## src/design/udef_pkg.sv

```systemverilog
// Shared types and constants for the USB descriptor endpoint finder.
// No dependencies.
package udef_pkg;

    localparam logic [7:0] TYPE_INTERFACE = 8'd4;
    localparam logic [7:0] TYPE_ENDPOINT  = 8'd5;
    localparam logic [7:0] MIN_TOTAL      = 8'd9;
    localparam logic [7:0] MIN_IFACE_LEN  = 8'd9;
    localparam logic [7:0] MIN_EP_LEN     = 8'd7;
    localparam logic [1:0] XFER_INTERRUPT = 2'd3;

    localparam logic [7:0] IFACE_NUMBER_RST   = 8'h00;
    localparam logic [7:0] ALT_SETTING_RST    = 8'h00;
    localparam logic [7:0] IFACE_CLASS_RST    = 8'hFF;
    localparam logic [7:0] IFACE_SUBCLASS_RST = 8'h47;
    localparam logic [7:0] IFACE_PROTOCOL_RST = 8'hD0;

    localparam int unsigned CFG_INDEX_W = 3;

    typedef enum logic [CFG_INDEX_W-1:0] {
        CFG_IFACE_NUMBER   = 3'd0,
        CFG_ALT_SETTING    = 3'd1,
        CFG_IFACE_CLASS    = 3'd2,
        CFG_IFACE_SUBCLASS = 3'd3,
        CFG_IFACE_PROTOCOL = 3'd4
    } cfg_index_t;

    typedef enum logic [1:0] {
        STATUS_OK        = 2'd0,
        STATUS_SHORT     = 2'd1,
        STATUS_MALFORMED = 2'd2
    } walk_status_t;

    typedef struct packed {
        logic         found;
        logic [7:0]   in_endpoint;
        logic [7:0]   out_endpoint;
        walk_status_t walk_status;
    } result_t;

endpackage

```

## src/design/udef_desc_if.sv

```systemverilog
// Descriptor byte channel: valid/ready with one byte and a start marker.
// No dependencies.
interface udef_desc_if;
    logic       valid;
    logic       ready;
    logic [7:0] desc_byte;
    logic       first_byte;

    modport source (output valid, output desc_byte, output first_byte, input ready);
    modport sink   (input valid, input desc_byte, input first_byte, output ready);
endinterface

```

## src/design/udef_result_if.sv

```systemverilog
// Result channel: valid/ready with found flag, endpoint addresses and status.
// No dependencies.
interface udef_result_if;
    logic       valid;
    logic       ready;
    logic       found;
    logic [7:0] in_endpoint;
    logic [7:0] out_endpoint;
    logic [1:0] walk_status;

    modport source (output valid, output found, output in_endpoint, output out_endpoint,
                    output walk_status, input ready);
    modport sink   (input valid, input found, input in_endpoint, input out_endpoint,
                    input walk_status, output ready);
endinterface

```

## src/design/udef_cfg_if.sv

```systemverilog
// Configuration write channel: valid/ready with register index and data.
// No dependencies.
interface udef_cfg_if;
    logic       valid;
    logic       ready;
    logic [2:0] index;
    logic [7:0] data;

    modport source (output valid, output index, output data, input ready);
    modport sink   (input valid, input index, input data, output ready);
endinterface

```

## src/design/usb_descriptor_endpoint_finder.sv

```systemverilog
// Walks a USB configuration descriptor set and reports interrupt endpoints.
// Depends on udef_pkg, udef_desc_if, udef_result_if, udef_cfg_if.
// A result is registered from the byte that ends the walk, via the skid stage if the result register is held.
// Throughput: one byte per cycle while the skid stage is empty; the walk state updates in a single pass.
// A result register plus a one-entry skid stage keeps input flowing while a
// result waits. Reset (rst_n low, asynchronous) clears the walk to idle and
// loads the default match registers; bytes are ignored until a first byte.
module usb_descriptor_endpoint_finder
(
    input  logic          clk,
    input  logic          rst_n,
    udef_desc_if.sink     desc,
    udef_result_if.source result,
    udef_cfg_if.sink      cfg
);

    logic [7:0] iface_number_reg;
    logic [7:0] alt_setting_reg;
    logic [7:0] iface_class_reg;
    logic [7:0] iface_subclass_reg;
    logic [7:0] iface_protocol_reg;

    logic [15:0] total_reg,  total_next;
    logic [15:0] offset_reg, offset_next;
    logic [7:0]  pos_reg,    pos_next;
    logic [7:0]  dlen_reg,   dlen_next;
    logic [7:0]  dtype_reg,  dtype_next;
    logic        target_reg, target_next;
    logic        match_reg,  match_next;
    logic [7:0]  cap_reg,    cap_next;
    logic [7:0]  in_reg,     in_next;
    logic [7:0]  out_reg,    out_next;
    logic        finished_reg, finished_next;

    logic             out_valid_reg, out_valid_next;
    udef_pkg::result_t out_data_reg, out_data_next;
    logic             skid_valid_reg, skid_valid_next;
    udef_pkg::result_t skid_data_reg, skid_data_next;

    logic        accept;
    logic        active;
    logic        res_fire;
    udef_pkg::result_t res;

    logic [15:0] o, t_cur, t_eff;
    logic [7:0]  p, len, dtype, b;
    logic        tgt, mt;
    logic [7:0]  cap, ina, outa;
    logic        err_short, err_first, err_desc, end_desc, end_walk;

    assign cfg.ready  = 1'b1;
    assign desc.ready = !skid_valid_reg;
    assign accept     = desc.valid && desc.ready;
    assign b          = desc.desc_byte;
    assign active     = accept && (desc.first_byte || !finished_reg);

    always_comb
    begin
        if (desc.first_byte)
        begin
            o     = '0;
            p     = '0;
            t_cur = '0;
            dlen_next = '0;
            dtype = '0;
            tgt   = 1'b0;
            mt    = 1'b0;
            cap   = '0;
            ina   = '0;
            outa  = '0;
        end
        else
        begin
            o     = offset_reg;
            p     = pos_reg;
            t_cur = total_reg;
            dlen_next = dlen_reg;
            dtype = dtype_reg;
            tgt   = target_reg;
            mt    = match_reg;
            cap   = cap_reg;
            ina   = in_reg;
            outa  = out_reg;
        end

        t_eff = t_cur;
        if (o == 16'd2)
            t_eff = {t_cur[15:8], b};
        if (o == 16'd3)
            t_eff = {b, t_cur[7:0]};

        if (p == 8'd0)
            dlen_next = b;
        len = dlen_next;
        if (p == 8'd1)
            dtype = b;

        err_short = (o == 16'd3) && (t_eff < {8'd0, udef_pkg::MIN_TOTAL});
        err_first = (o == 16'd3) && (p == 8'd3)
                    && ((len < 8'd2) || ({8'd0, len} > t_eff));
        err_desc  = (p == 8'd1) && (o != 16'd1)
                    && ((len < 8'd2)
                        || (({1'b0, o} + {9'd0, len}) > ({1'b0, t_eff} + 17'd1)));

        match_next  = mt;
        target_next = tgt;
        cap_next    = cap;
        in_next     = ina;
        out_next    = outa;
        if (dtype == udef_pkg::TYPE_INTERFACE && len >= udef_pkg::MIN_IFACE_LEN)
        begin
            case (p)
                8'd2: match_next = (b == iface_number_reg);
                8'd3: match_next = mt && (b == alt_setting_reg);
                8'd5: match_next = mt && (b == iface_class_reg);
                8'd6: match_next = mt && (b == iface_subclass_reg);
                8'd7:
                begin
                    match_next  = mt && (b == iface_protocol_reg);
                    target_next = match_next;
                end
                default: match_next = mt;
            endcase
        end
        else if (tgt && dtype == udef_pkg::TYPE_ENDPOINT && len >= udef_pkg::MIN_EP_LEN)
        begin
            if (p == 8'd2)
                cap_next = b;
            else if (p == 8'd3 && b[1:0] == udef_pkg::XFER_INTERRUPT)
            begin
                if (cap[7])
                    in_next = cap;
                else
                    out_next = cap;
            end
        end

        end_desc = (len >= 8'd2) && (({1'b0, p} + 9'd1) == {1'b0, len});
        end_walk = end_desc && (o >= 16'd3)
                   && (({1'b0, o} + 17'd3) > {1'b0, t_eff});

        offset_next = o + 16'd1;
        pos_next    = end_desc ? 8'd0 : (p + 8'd1);
        total_next  = t_eff;
        dtype_next  = dtype;

        res_fire      = active && (err_short || err_first || err_desc || end_walk);
        finished_next = res_fire ? 1'b1 : (desc.first_byte ? 1'b0 : finished_reg);

        res.in_endpoint  = in_next;
        res.out_endpoint = out_next;
        res.found        = (in_next != 8'd0) && (out_next != 8'd0);
        if (err_short)
            res.walk_status = udef_pkg::STATUS_SHORT;
        else if (err_first || err_desc)
            res.walk_status = udef_pkg::STATUS_MALFORMED;
        else
            res.walk_status = udef_pkg::STATUS_OK;
    end

    // result register with one-entry skid
    always_comb
    begin
        out_valid_next  = out_valid_reg;
        out_data_next   = out_data_reg;
        skid_valid_next = skid_valid_reg;
        skid_data_next  = skid_data_reg;
        if (!out_valid_reg || result.ready)
        begin
            if (skid_valid_reg)
            begin
                out_valid_next  = 1'b1;
                out_data_next   = skid_data_reg;
                skid_valid_next = 1'b0;
            end
            else
            begin
                out_valid_next = res_fire;
                out_data_next  = res;
            end
        end
        else if (res_fire)
        begin
            skid_valid_next = 1'b1;
            skid_data_next  = res;
        end
    end

    assign result.valid        = out_valid_reg;
    assign result.found        = out_data_reg.found;
    assign result.in_endpoint  = out_data_reg.in_endpoint;
    assign result.out_endpoint = out_data_reg.out_endpoint;
    assign result.walk_status  = out_data_reg.walk_status;

    always_ff @(posedge clk or negedge rst_n)
    begin
        if (!rst_n)
        begin
            iface_number_reg   <= udef_pkg::IFACE_NUMBER_RST;
            alt_setting_reg    <= udef_pkg::ALT_SETTING_RST;
            iface_class_reg    <= udef_pkg::IFACE_CLASS_RST;
            iface_subclass_reg <= udef_pkg::IFACE_SUBCLASS_RST;
            iface_protocol_reg <= udef_pkg::IFACE_PROTOCOL_RST;
        end
        else if (cfg.valid && cfg.ready)
        begin
            case (cfg.index)
                udef_pkg::CFG_IFACE_NUMBER:   iface_number_reg   <= cfg.data;
                udef_pkg::CFG_ALT_SETTING:    alt_setting_reg    <= cfg.data;
                udef_pkg::CFG_IFACE_CLASS:    iface_class_reg    <= cfg.data;
                udef_pkg::CFG_IFACE_SUBCLASS: iface_subclass_reg <= cfg.data;
                udef_pkg::CFG_IFACE_PROTOCOL: iface_protocol_reg <= cfg.data;
                default:                      iface_number_reg   <= iface_number_reg;
            endcase
        end
    end

    always_ff @(posedge clk or negedge rst_n)
    begin
        if (!rst_n)
        begin
            total_reg    <= '0;
            offset_reg   <= '0;
            pos_reg      <= '0;
            dlen_reg     <= '0;
            dtype_reg    <= '0;
            target_reg   <= 1'b0;
            match_reg    <= 1'b0;
            cap_reg      <= '0;
            in_reg       <= '0;
            out_reg      <= '0;
            finished_reg <= 1'b1;
        end
        else if (active)
        begin
            total_reg    <= total_next;
            offset_reg   <= offset_next;
            pos_reg      <= pos_next;
            dlen_reg     <= dlen_next;
            dtype_reg    <= dtype_next;
            target_reg   <= target_next;
            match_reg    <= match_next;
            cap_reg      <= cap_next;
            in_reg       <= in_next;
            out_reg      <= out_next;
            finished_reg <= finished_next;
        end
    end

    always_ff @(posedge clk or negedge rst_n)
    begin
        if (!rst_n)
        begin
            out_valid_reg  <= 1'b0;
            skid_valid_reg <= 1'b0;
        end
        else
        begin
            out_valid_reg  <= out_valid_next;
            skid_valid_reg <= skid_valid_next;
        end
    end

    always_ff @(posedge clk)
    begin
        out_data_reg  <= out_data_next;
        skid_data_reg <= skid_data_next;
    end

    a_skid_behind_out: assert property (@(posedge clk) disable iff (!rst_n)
        skid_valid_reg |-> out_valid_reg)
        else $error("skid entry held with empty result register");

    a_walk_stops: assert property (@(posedge clk) disable iff (!rst_n)
        res_fire |=> finished_reg)
        else $error("walk still running after its result");

    a_found_consistent: assert property (@(posedge clk) disable iff (!rst_n)
        result.valid && result.found |-> (result.in_endpoint != 8'd0)
                                         && (result.out_endpoint != 8'd0))
        else $error("found set without both endpoints");

    a_short_no_endpoints: assert property (@(posedge clk) disable iff (!rst_n)
        result.valid && (result.walk_status == udef_pkg::STATUS_SHORT)
            |-> (result.in_endpoint == 8'd0) && (result.out_endpoint == 8'd0))
        else $error("short total reported with endpoints");

endmodule

```

## src/flat_wrapper.sv

```systemverilog
// flat-port wrapper written by rule: the top's interface ports become plain ports
module usb_descriptor_endpoint_finder_flat 
  (clk, rst_n, desc_valid, desc_desc_byte, desc_first_byte, desc_ready, result_valid, result_found, result_in_endpoint, result_out_endpoint, result_walk_status, result_ready, cfg_valid, cfg_index, cfg_data, cfg_ready);
  udef_desc_if desc_i ();
  udef_result_if result_i ();
  udef_cfg_if cfg_i ();
  input  logic clk;
  input  logic rst_n;
  input wire logic [$bits(desc_i.valid)-1:0] desc_valid;
  input wire logic [$bits(desc_i.desc_byte)-1:0] desc_desc_byte;
  input wire logic [$bits(desc_i.first_byte)-1:0] desc_first_byte;
  output wire logic [$bits(desc_i.ready)-1:0] desc_ready;
  output wire logic [$bits(result_i.valid)-1:0] result_valid;
  output wire logic [$bits(result_i.found)-1:0] result_found;
  output wire logic [$bits(result_i.in_endpoint)-1:0] result_in_endpoint;
  output wire logic [$bits(result_i.out_endpoint)-1:0] result_out_endpoint;
  output wire logic [$bits(result_i.walk_status)-1:0] result_walk_status;
  input wire logic [$bits(result_i.ready)-1:0] result_ready;
  input wire logic [$bits(cfg_i.valid)-1:0] cfg_valid;
  input wire logic [$bits(cfg_i.index)-1:0] cfg_index;
  input wire logic [$bits(cfg_i.data)-1:0] cfg_data;
  output wire logic [$bits(cfg_i.ready)-1:0] cfg_ready;
  assign desc_i.valid = desc_valid;
  assign desc_i.desc_byte = desc_desc_byte;
  assign desc_i.first_byte = desc_first_byte;
  assign desc_ready = desc_i.ready;
  assign result_valid = result_i.valid;
  assign result_found = result_i.found;
  assign result_in_endpoint = result_i.in_endpoint;
  assign result_out_endpoint = result_i.out_endpoint;
  assign result_walk_status = result_i.walk_status;
  assign result_i.ready = result_ready;
  assign cfg_i.valid = cfg_valid;
  assign cfg_i.index = cfg_index;
  assign cfg_i.data = cfg_data;
  assign cfg_ready = cfg_i.ready;
  usb_descriptor_endpoint_finder u_core (.clk(clk), .rst_n(rst_n), .desc(desc_i), .result(result_i), .cfg(cfg_i));
endmodule
```

## config.mk

```make
export PLATFORM = sky130hd
export DESIGN_NAME = usb_descriptor_endpoint_finder_flat
export DESIGN_NICKNAME = d
export VERILOG_FILES = /design/src/design/udef_pkg.sv /design/src/design/udef_desc_if.sv /design/src/design/udef_result_if.sv /design/src/design/udef_cfg_if.sv /design/src/design/usb_descriptor_endpoint_finder.sv /design/src/flat_wrapper.sv
export SDC_FILE = /design/constraint.sdc
export NUM_CORES = 1
export LEC_CHECK = 0
export BUFFER_PORTS_ARGS = -buffer_cell sky130_fd_sc_hd__buf_2
export CAP_MARGIN = 10
export CORE_ASPECT_RATIO = 0.5
export CORE_UTILIZATION = 45
export CTS_CLUSTER_SIZE = 12
export DETAILED_ROUTE_END_ITERATION = 7
export PLACE_DENSITY = 0.63
export SLEW_MARGIN = 20
export SYNTH_ARGS = -nofsm -noshare
export SYNTH_HDL_FRONTEND = slang
export SYNTH_SLANG_ARGS = --single-unit
```

## constraint.sdc

```tcl
create_clock -name clk -period 9.3 [get_ports clk]
set_input_delay 1.86 -clock clk [delete_from_list [all_inputs] [get_ports clk]]
set_output_delay 1.86 -clock clk [all_outputs]
set_load 0.02 [all_outputs]
```

== Word-level counts from Yosys, hierarchy flattened ==
Index checks and enable logic that the tools add are counted.

* Register bits after elaboration: 163
* Output and inout port bits: 22

* Muxes and demuxes: 40
* Add/sub/neg operators: 6
* Reductions and logical operators: 44
* Order comparisons: 9
* Bitwise logic cells: 1
* Equal/unequal tests: 22

{| class="wikitable"
|+ Operators with widths
! cell !! number
|-
| 8-bit two-way mux || 23
|-
| 16-bit two-way mux || 3
|-
| 8-bit by 3-bit == test with 1-bit output (second input constant) || 5
|-
| 8-bit == test || 5
|-
| 16-bit by 2-bit == test with 1-bit output (second input constant) || 2
|-
| 1-bit logical AND || 20
|-
| 19-bit two-way mux || 1
|-
| 16-bit by 1-bit adder with 17-bit output (second input constant) || 1
|-
| 16-bit by 2-bit adder with 17-bit output (second input constant) || 1
|-
| 16-bit by 8-bit adder with 17-bit output || 1
|-
| 17-bit by 16-bit greater-than comparator with 1-bit output || 1
|-
| 17-bit greater-than comparator || 1
|-
| 16-bit by 1-bit adder with 16-bit output (second input constant) || 1
|-
| 8-bit by 2-bit == test with 1-bit output (second input constant) || 2
|-
| 16-bit by 2-bit greater-or-equal comparator with 1-bit output (second input constant) || 1
|-
| 8-bit by 16-bit greater-than comparator with 1-bit output || 1
|-
| 16-bit by 4-bit < comparator with 1-bit output (second input constant) || 1
|-
| 16-bit by 1-bit inequality test with 1-bit output (second input constant) || 1
|-
| 8-bit nonzero test || 2
|-
| 2-bit AND reduction || 7
|-
| 1-bit two-way mux || 10
|-
| 8-bit by 1-bit adder with 9-bit output (second input constant) || 1
|-
| 9-bit by 8-bit == test with 1-bit output || 1
|-
| 8-bit by 1-bit adder with 8-bit output (second input constant) || 1
|-
| other kinds (17) || 29
|}

== Longest topological paths before layout ==
* Depth in word-level cells: 13
* Mapped depth: 28

== Worst setup path before layout ==
Ideal clock, no wire load.

* Path type: input to register
* Start: in desc_first_byte
* End: reg u_core.skid_data_reg[0] in the netlist's numbering, enable pin
* Setup slack: 0.484 ns
* Stages: 28
* Arrival: 8.397 ns
* Buffers on the path: 3
* Library setup time: 0.419 ns
* Cells stage by stage: clkinv_1 -> clkbuf_1 -> clkbuf_1 -> buf_1 -> nand2_1 -> ha_1 -> nor3b_1 -> a21o_1 -> a22oi_1 -> inv_1 -> fa_1 -> a21o_1 -> a21oi_1 -> o21ai_0 -> a21oi_1 -> o21ai_0 -> nand3_1 -> xor2_1 -> nor2_1 -> ha_1 -> and4_1 -> nand4_1 -> a31o_2 -> a41o_1 -> a2bb2oi_1 -> a311o_1 -> a21oi_1 -> nor3_1

* Elaborated cells between the ends (all ways): 42
* Classes of those cells: add/sub: 4; order compare: 7; eq/ne: 6; mux: 7; reduce/logical: 18

{| class="wikitable"
|+ RTL lines
! item !! RTL line !! RTL
|-
| start, declared || flat_wrapper.sv:11 || <nowiki>input wire logic [$bits(desc_i.first_byte)-1:0] desc_first_byte;</nowiki>
|-
| 8-bit two-way mux || usb_descriptor_endpoint_finder.sv:59 || <nowiki>if (desc.first_byte)</nowiki>
|-
| 8-bit zero test || usb_descriptor_endpoint_finder.sv:92 || <nowiki>if (p == 8'd0)</nowiki>
|-
| 8-bit two-way mux (*) || usb_descriptor_endpoint_finder.sv:92 ||
|-
| net u_core.dlen_next[1] || usb_descriptor_endpoint_finder.sv:26 || <nowiki>logic [7:0] dlen_reg, dlen_next;</nowiki>
|-
| 16-bit by 8-bit adder with 17-bit output, or another cell as far along || usb_descriptor_endpoint_finder.sv:103 || <nowiki>|| (({1'b0, o} + {9'd0, len}) > ({1'b0, t_eff} + 17'd1)));</nowiki>
|-
| 17-bit greater-than comparator / 1-bit logical OR (equally long branches) || usb_descriptor_endpoint_finder.sv:103, usb_descriptor_endpoint_finder.sv:100 ||
|-
| 1-bit logical OR / 1-bit logical AND (equally long branches) || usb_descriptor_endpoint_finder.sv:103, usb_descriptor_endpoint_finder.sv:100 ||
|-
| 1-bit logical AND / 1-bit logical OR (equally long branches) || usb_descriptor_endpoint_finder.sv:102, usb_descriptor_endpoint_finder.sv:147 ||
|-
| 1-bit logical OR || usb_descriptor_endpoint_finder.sv:147 || <nowiki>res_fire = active && (err_short || err_first || err_desc || end_walk);</nowiki>
|-
| 1-bit logical OR (*) || usb_descriptor_endpoint_finder.sv:147 ||
|-
| 1-bit logical AND (*) || usb_descriptor_endpoint_finder.sv:147 ||
|-
| 2-bit AND reduction (no line) (*) || - ||
|-
| end signal, assigned || usb_descriptor_endpoint_finder.sv:267 || <nowiki>skid_data_reg <= skid_data_next;</nowiki>
|-
| end, declared || usb_descriptor_endpoint_finder.sv:38 || <nowiki>udef_pkg::result_t skid_data_reg, skid_data_next;</nowiki>
|}

Mark *: on every way through the listed nets, which the timed path passes. The rest lies on a longest branch.
A chain may end at the register's enable or synchronous reset.

== Worst setup path in the final report ==
* Start: in desc_first_byte
* End: reg u_core.skid_data_reg[10] in the netlist's numbering, enable pin

* Word-level cells in the longest chain between the ends: 12
* Elaborated cells between the ends (all ways): 42
* Classes of those cells: add/sub: 4; order compare: 7; eq/ne: 6; mux: 7; reduce/logical: 18

{| class="wikitable"
|+ Ends and longest elaborated chain
! item !! RTL line !! RTL
|-
| 16-bit two-way mux || usb_descriptor_endpoint_finder.sv:59 ||
|-
| 16-bit by 2-bit == test with 1-bit output || usb_descriptor_endpoint_finder.sv:87 || <nowiki>if (o == 16'd2)</nowiki>
|-
| 8-bit two-way mux || usb_descriptor_endpoint_finder.sv:87 ||
|-
| 16-bit two-way mux (*) || usb_descriptor_endpoint_finder.sv:89 || <nowiki>if (o == 16'd3)</nowiki>
|-
| net u_core.t_eff[0] || usb_descriptor_endpoint_finder.sv:45 || <nowiki>logic [15:0] o, t_cur, t_eff;</nowiki>
|-
| 16-bit by 1-bit adder with 17-bit output / 8-bit by 16-bit greater-than comparator with 1-bit output (equally long branches) || usb_descriptor_endpoint_finder.sv:103, usb_descriptor_endpoint_finder.sv:100 ||
|-
| 17-bit greater-than comparator / 1-bit logical OR (equally long branches) || usb_descriptor_endpoint_finder.sv:103, usb_descriptor_endpoint_finder.sv:100 ||
|-
| 1-bit logical OR / 1-bit logical AND (equally long branches) || usb_descriptor_endpoint_finder.sv:103, usb_descriptor_endpoint_finder.sv:100 ||
|-
| 1-bit logical AND / 1-bit logical OR (equally long branches) || usb_descriptor_endpoint_finder.sv:102, usb_descriptor_endpoint_finder.sv:147 ||
|-
| 1-bit logical OR || usb_descriptor_endpoint_finder.sv:147 ||
|-
| 1-bit logical OR (*) || usb_descriptor_endpoint_finder.sv:147 ||
|-
| 1-bit logical AND (*) || usb_descriptor_endpoint_finder.sv:147 ||
|-
| 2-bit AND reduction (no line) (*) || - ||
|}

Marked as above.

==> results.sh <==
export IMPL_ctsHoldBuffers=0
export IMPL_critical_path_slowest_cell="buf_4"
export IMPL_vdd_drop_max_mv=0.1490
export IMPL_io_pins=47
export IMPL_reg2regPathDepth=26
export IMPL_cts_htree_levels=4
export IMPL_hold_path_depth=2
export IMPL_setup_viol_count_final=0
export IMPL_antenna_found_initial=1
export IMPL_seqCellArea_mm2=0.004289
export IMPL_maxSlewViolCount=0
export IMPL_syn_cell_area_mm2=0.01039
export IMPL_drv_cap=0
export IMPL_worstReg2RegEnd="u_core.skid_data_reg[10]$_DFFE_PP_"
export IMPL_powerDensity_mw_per_mm2=215.8
export IMPL_track_usage_pct=24.69
export IMPL_core_area_mm2=0.02216
export IMPL_avgSynthCellArea_um2=9.687
export IMPL_clock_sinks=163
export IMPL_clockBufferDepth=2
export IMPL_grt_pass1_wl_um=44330
export IMPL_slew_headroom_pct=28.05
export IMPL_yosysTopAreaCell="dfrtp_1"
export IMPL_holdPathEnd="u_core.total_reg[8]$_DFFE_PN0P_"
export IMPL_drtIter0Drc=726
export IMPL_crit_type="in -> reg"
export IMPL_yosys_warnings=0
export IMPL_rsz0062_at_grt="false"
export IMPL_io_buffers=45
export IMPL_crit_family="simple AND/OR/NAND/NOR gates"
export IMPL_grt_max_degree=77
export IMPL_dr_pass1_iters=5
export IMPL_min_from="u_core.total_reg[8]$_DFFE_PN0P_"
export IMPL_r2r_slack_ns=2.54
export IMPL_drtAntennaViolNets=0
export IMPL_cp_start_kind="input pin"
export IMPL_fin_tns_setup_ns=0
export IMPL_die_area_mm2=0.02375
export IMPL_worstPathMaxFanout=69
export IMPL_arrival_ns=8.07
export IMPL_grt_pass1_vias=7832
export IMPL_synth_top_cells_by_count="nand2_1 (145), dfrtp_1 (109), o21ai_0 (63)"
export IMPL_hold_class="reg -> reg"
export IMPL_dr_total_vias=8250
export IMPL_post_route_util_pct=51.76
export IMPL_syn2layout_area_growth_pct=10.33
export IMPL_dieHeight_um=109.5
export IMPL_cp_data_required_time_ns=9.48
export IMPL_ys_seq_area_share_pct=41.27
export IMPL_cts_tree="built"
export IMPL_largest_register_ffs=19
export IMPL_cts_setup_buffers=0
export IMPL_multi_input_area_mm2=0.005778
export IMPL_fillers=2102
export IMPL_yosysUniqueCellTypes=79
export IMPL_die_w_um=216.9
export IMPL_reg2reg_from="u_core.pos_reg[0]$_DFFE_PN0P_"
export IMPL_root_buffer="clkbuf_16"
export IMPL_yosysMostFrequentCell="nand2_1"
export IMPL_cts_buffers=17
export IMPL_drive_gt1_share_pct=16.39
export IMPL_cp_common_cell="ha_1"
export IMPL_finalNetCount=1177
export IMPL_initial_utilization_pct=46.91
export IMPL_min_period_over_period_pct=84.90
export IMPL_syn_nets=1159
export IMPL_worst_slew_pin_slew_ns=1.070
export IMPL_antenna_cells=0
export IMPL_clk_latency_ns=0.44
export IMPL_path_clk_slew_ns=0.07
export IMPL_finalHoldViolations=0
export IMPL_outcome="complete, no violations"
export IMPL_maxClockFrequency_mhz=126.7
export IMPL_clock_skew_ns=0.01128
export IMPL_synth_area_top_cells="dfrtp_1 (26%), edfxtp_1 (11%), ha_1 (7.2%), mux2_2 (6.1%), nand2_1 (5.2%)"
export IMPL_synth_ff_latch_count=163
export IMPL_synthCells=1073
export IMPL_crit_path_max_incr_delay_ns=0.64
export IMPL_crit_buf_inv=4
export IMPL_synth_ff_type="dfrtp_1"
export IMPL_gp_congestion=0.9400
export IMPL_place_detailed_hpwl_um=20300
export IMPL_cts_resized_gates=0
export IMPL_synth_edf_count=38
export IMPL_wirelength_um=28060
export IMPL_crit_chain="buf_2 > buf_4 > nor2b_1 > ha_1 > nor4b_1 > nand4_1 > nand3_1 > a21boi_0 > inv_1 > ha_1 > nand3_1 > nor4_2 > xor2_1 > ha_1 > and4_1 > nand4_1 > o32ai_1 > a41o_1 > a2bb2oi_1 > a311o_1 > a21oi_1 > nor3_2 > buf_4"
export IMPL_rows=38
export IMPL_grt_overflow=0
export IMPL_cp_end_kind="flip-flop"
export IMPL_vias_per_cell=5.876
export IMPL_period_needed_ns=7.895
export IMPL_leakage_nw=4.848
export IMPL_synth_top_area_share_pct=26.24
export IMPL_drc=0
export IMPL_wl_per_cell_um=19.99
export IMPL_synthArstFlopShare_pct=76.69
==> stage by stage <==
stage	std cells	setup slack [ns]	area (µm²)	hold WS (ns)	total power, W
after floorplan	1073	0.4838	10390	0.4422	0.001503
after global placement	1372	1.305	10860	0.4600	0.001729
after detailed placement	1372	1.140	10860	0.4678	0.001745
after CTS	1404	1.519	11470	0.4825	0.002480
after global routing	1404	0.9641	11470	0.5095	0.002610
final	1404	1.405	11470	0.4788	0.002475
==> how the worst max path moves through the flow <==
| stage | start | end | slack, ns | cells past startpoint |
|---|---|---|---|---|
| after CTS | desc_first_byte | u_core.skid_data_reg[11]$_DFFE_PP_ | 1.52 | 23 |
| after floorplan | desc_first_byte | u_core.skid_data_reg[0]$_DFFE_PP_ | 0.48 | 28 |
| final | desc_first_byte | u_core.skid_data_reg[10]$_DFFE_PP_ | 1.40 | 23 |
| after global routing | desc_first_byte | u_core.skid_data_reg[10]$_DFFE_PP_ | 0.96 | 23 |
| after global placement | desc_first_byte | u_core.skid_data_reg[16]$_DFFE_PP_ | 1.30 | 22 |
| after detailed placement | desc_first_byte | u_core.skid_data_reg[15]$_DFFE_PP_ | 1.14 | 23 |
==> per-layer routing <==
metal | vias up | global-route usage, % | share of wire, %
li1 | 3933 | - | -
met1 | 4014 | 36.00 | 49
met2 | 275 | 36.22 | 42
met3 | 28 | 6.279 | 7.3
met4 | 0 | 6.439 | 1.1
met5 | - | 0 | 0
==> power breakdown <==
part           internal [W]  leakage, nW  switching (W)  total (W)
Sequential         0.000856         1.98      0.0000792   0.000936
Clock              0.000416        0.289       0.000311   0.000727
Combinational      0.000320         2.58       0.000492   0.000812
==> cell usage in the layout (no fill, tap or decap), types with 15 or more instances in the layout <==
master,instances
dfrtp_1,109
nor4_1,16
mux2_2,56
nand4_1,19
nand3_1,32
nor2_1,57
clkbuf_16,18
buf_2,44
and3_1,18
a22oi_1,15
inv_1,26
edfxtp_1,38
ha_1,60
a22o_1,20
dfstp_2,16
nor2b_1,29
xnor2_1,46
nand2_1,145
xor2_1,37
a21oi_1,33
o21ai_0,63
mux2i_1,15
==> logic make-up (layout without fill, tap and decap cells) <==
family / after synthesis / count (layout) / share of synthesized area (%)
AO/OA/AOI/OAI: 225 / 225 / 14.73
multiplexers: 72 / 72 / 7.656
XOR/XNOR: 83 / 83 / 6.994
flip-flops: 163 / 163 / 41.27
buffers and inverters: 85 / 116 / 3.407
AND/OR/NAND/NOR: 383 / 383 / 18.49
other: 1 / 1 / 0.03608
adder cells (fa/ha/maj): 61 / 61 / 7.415
==> final cells by class <==
class | count | area share [%]
well taps | 300 | 3.273
repair buffers | 57 | 2.771
flip-flops and latches | 163 | 37.40
multi-input cells | 825 | 50.39
clock buffers | 19 | 3.972
clock inverters | 13 | 1.309
inverters | 27 | 0.8838
==> worst register-to-register path, cell delays in order, from the launching register on <==
cell	delay, ns
dfrtp_1	0.45
nor2b_1	0.36
inv_1	0.16
ha_1	0.27
nor3b_1	0.19
a21o_1	0.28
a22oi_1	0.40
inv_1	0.21
ha_1	0.34
a21o_1	0.17
a21oi_1	0.24
o21bai_1	0.11
a21oi_1	0.23
o21bai_1	0.17
a211oi_1	0.45
or3_1	0.18
a21oi_1	0.07
ha_1	0.34
and4_1	0.26
nand4_1	0.12
o32ai_1	0.28
a41o_1	0.18
a2bb2oi_1	0.12
a311o_1	0.34
a21oi_1	0.27
nor3_2	0.06
buf_4	0.22
(Power assumes the default switching activity.)
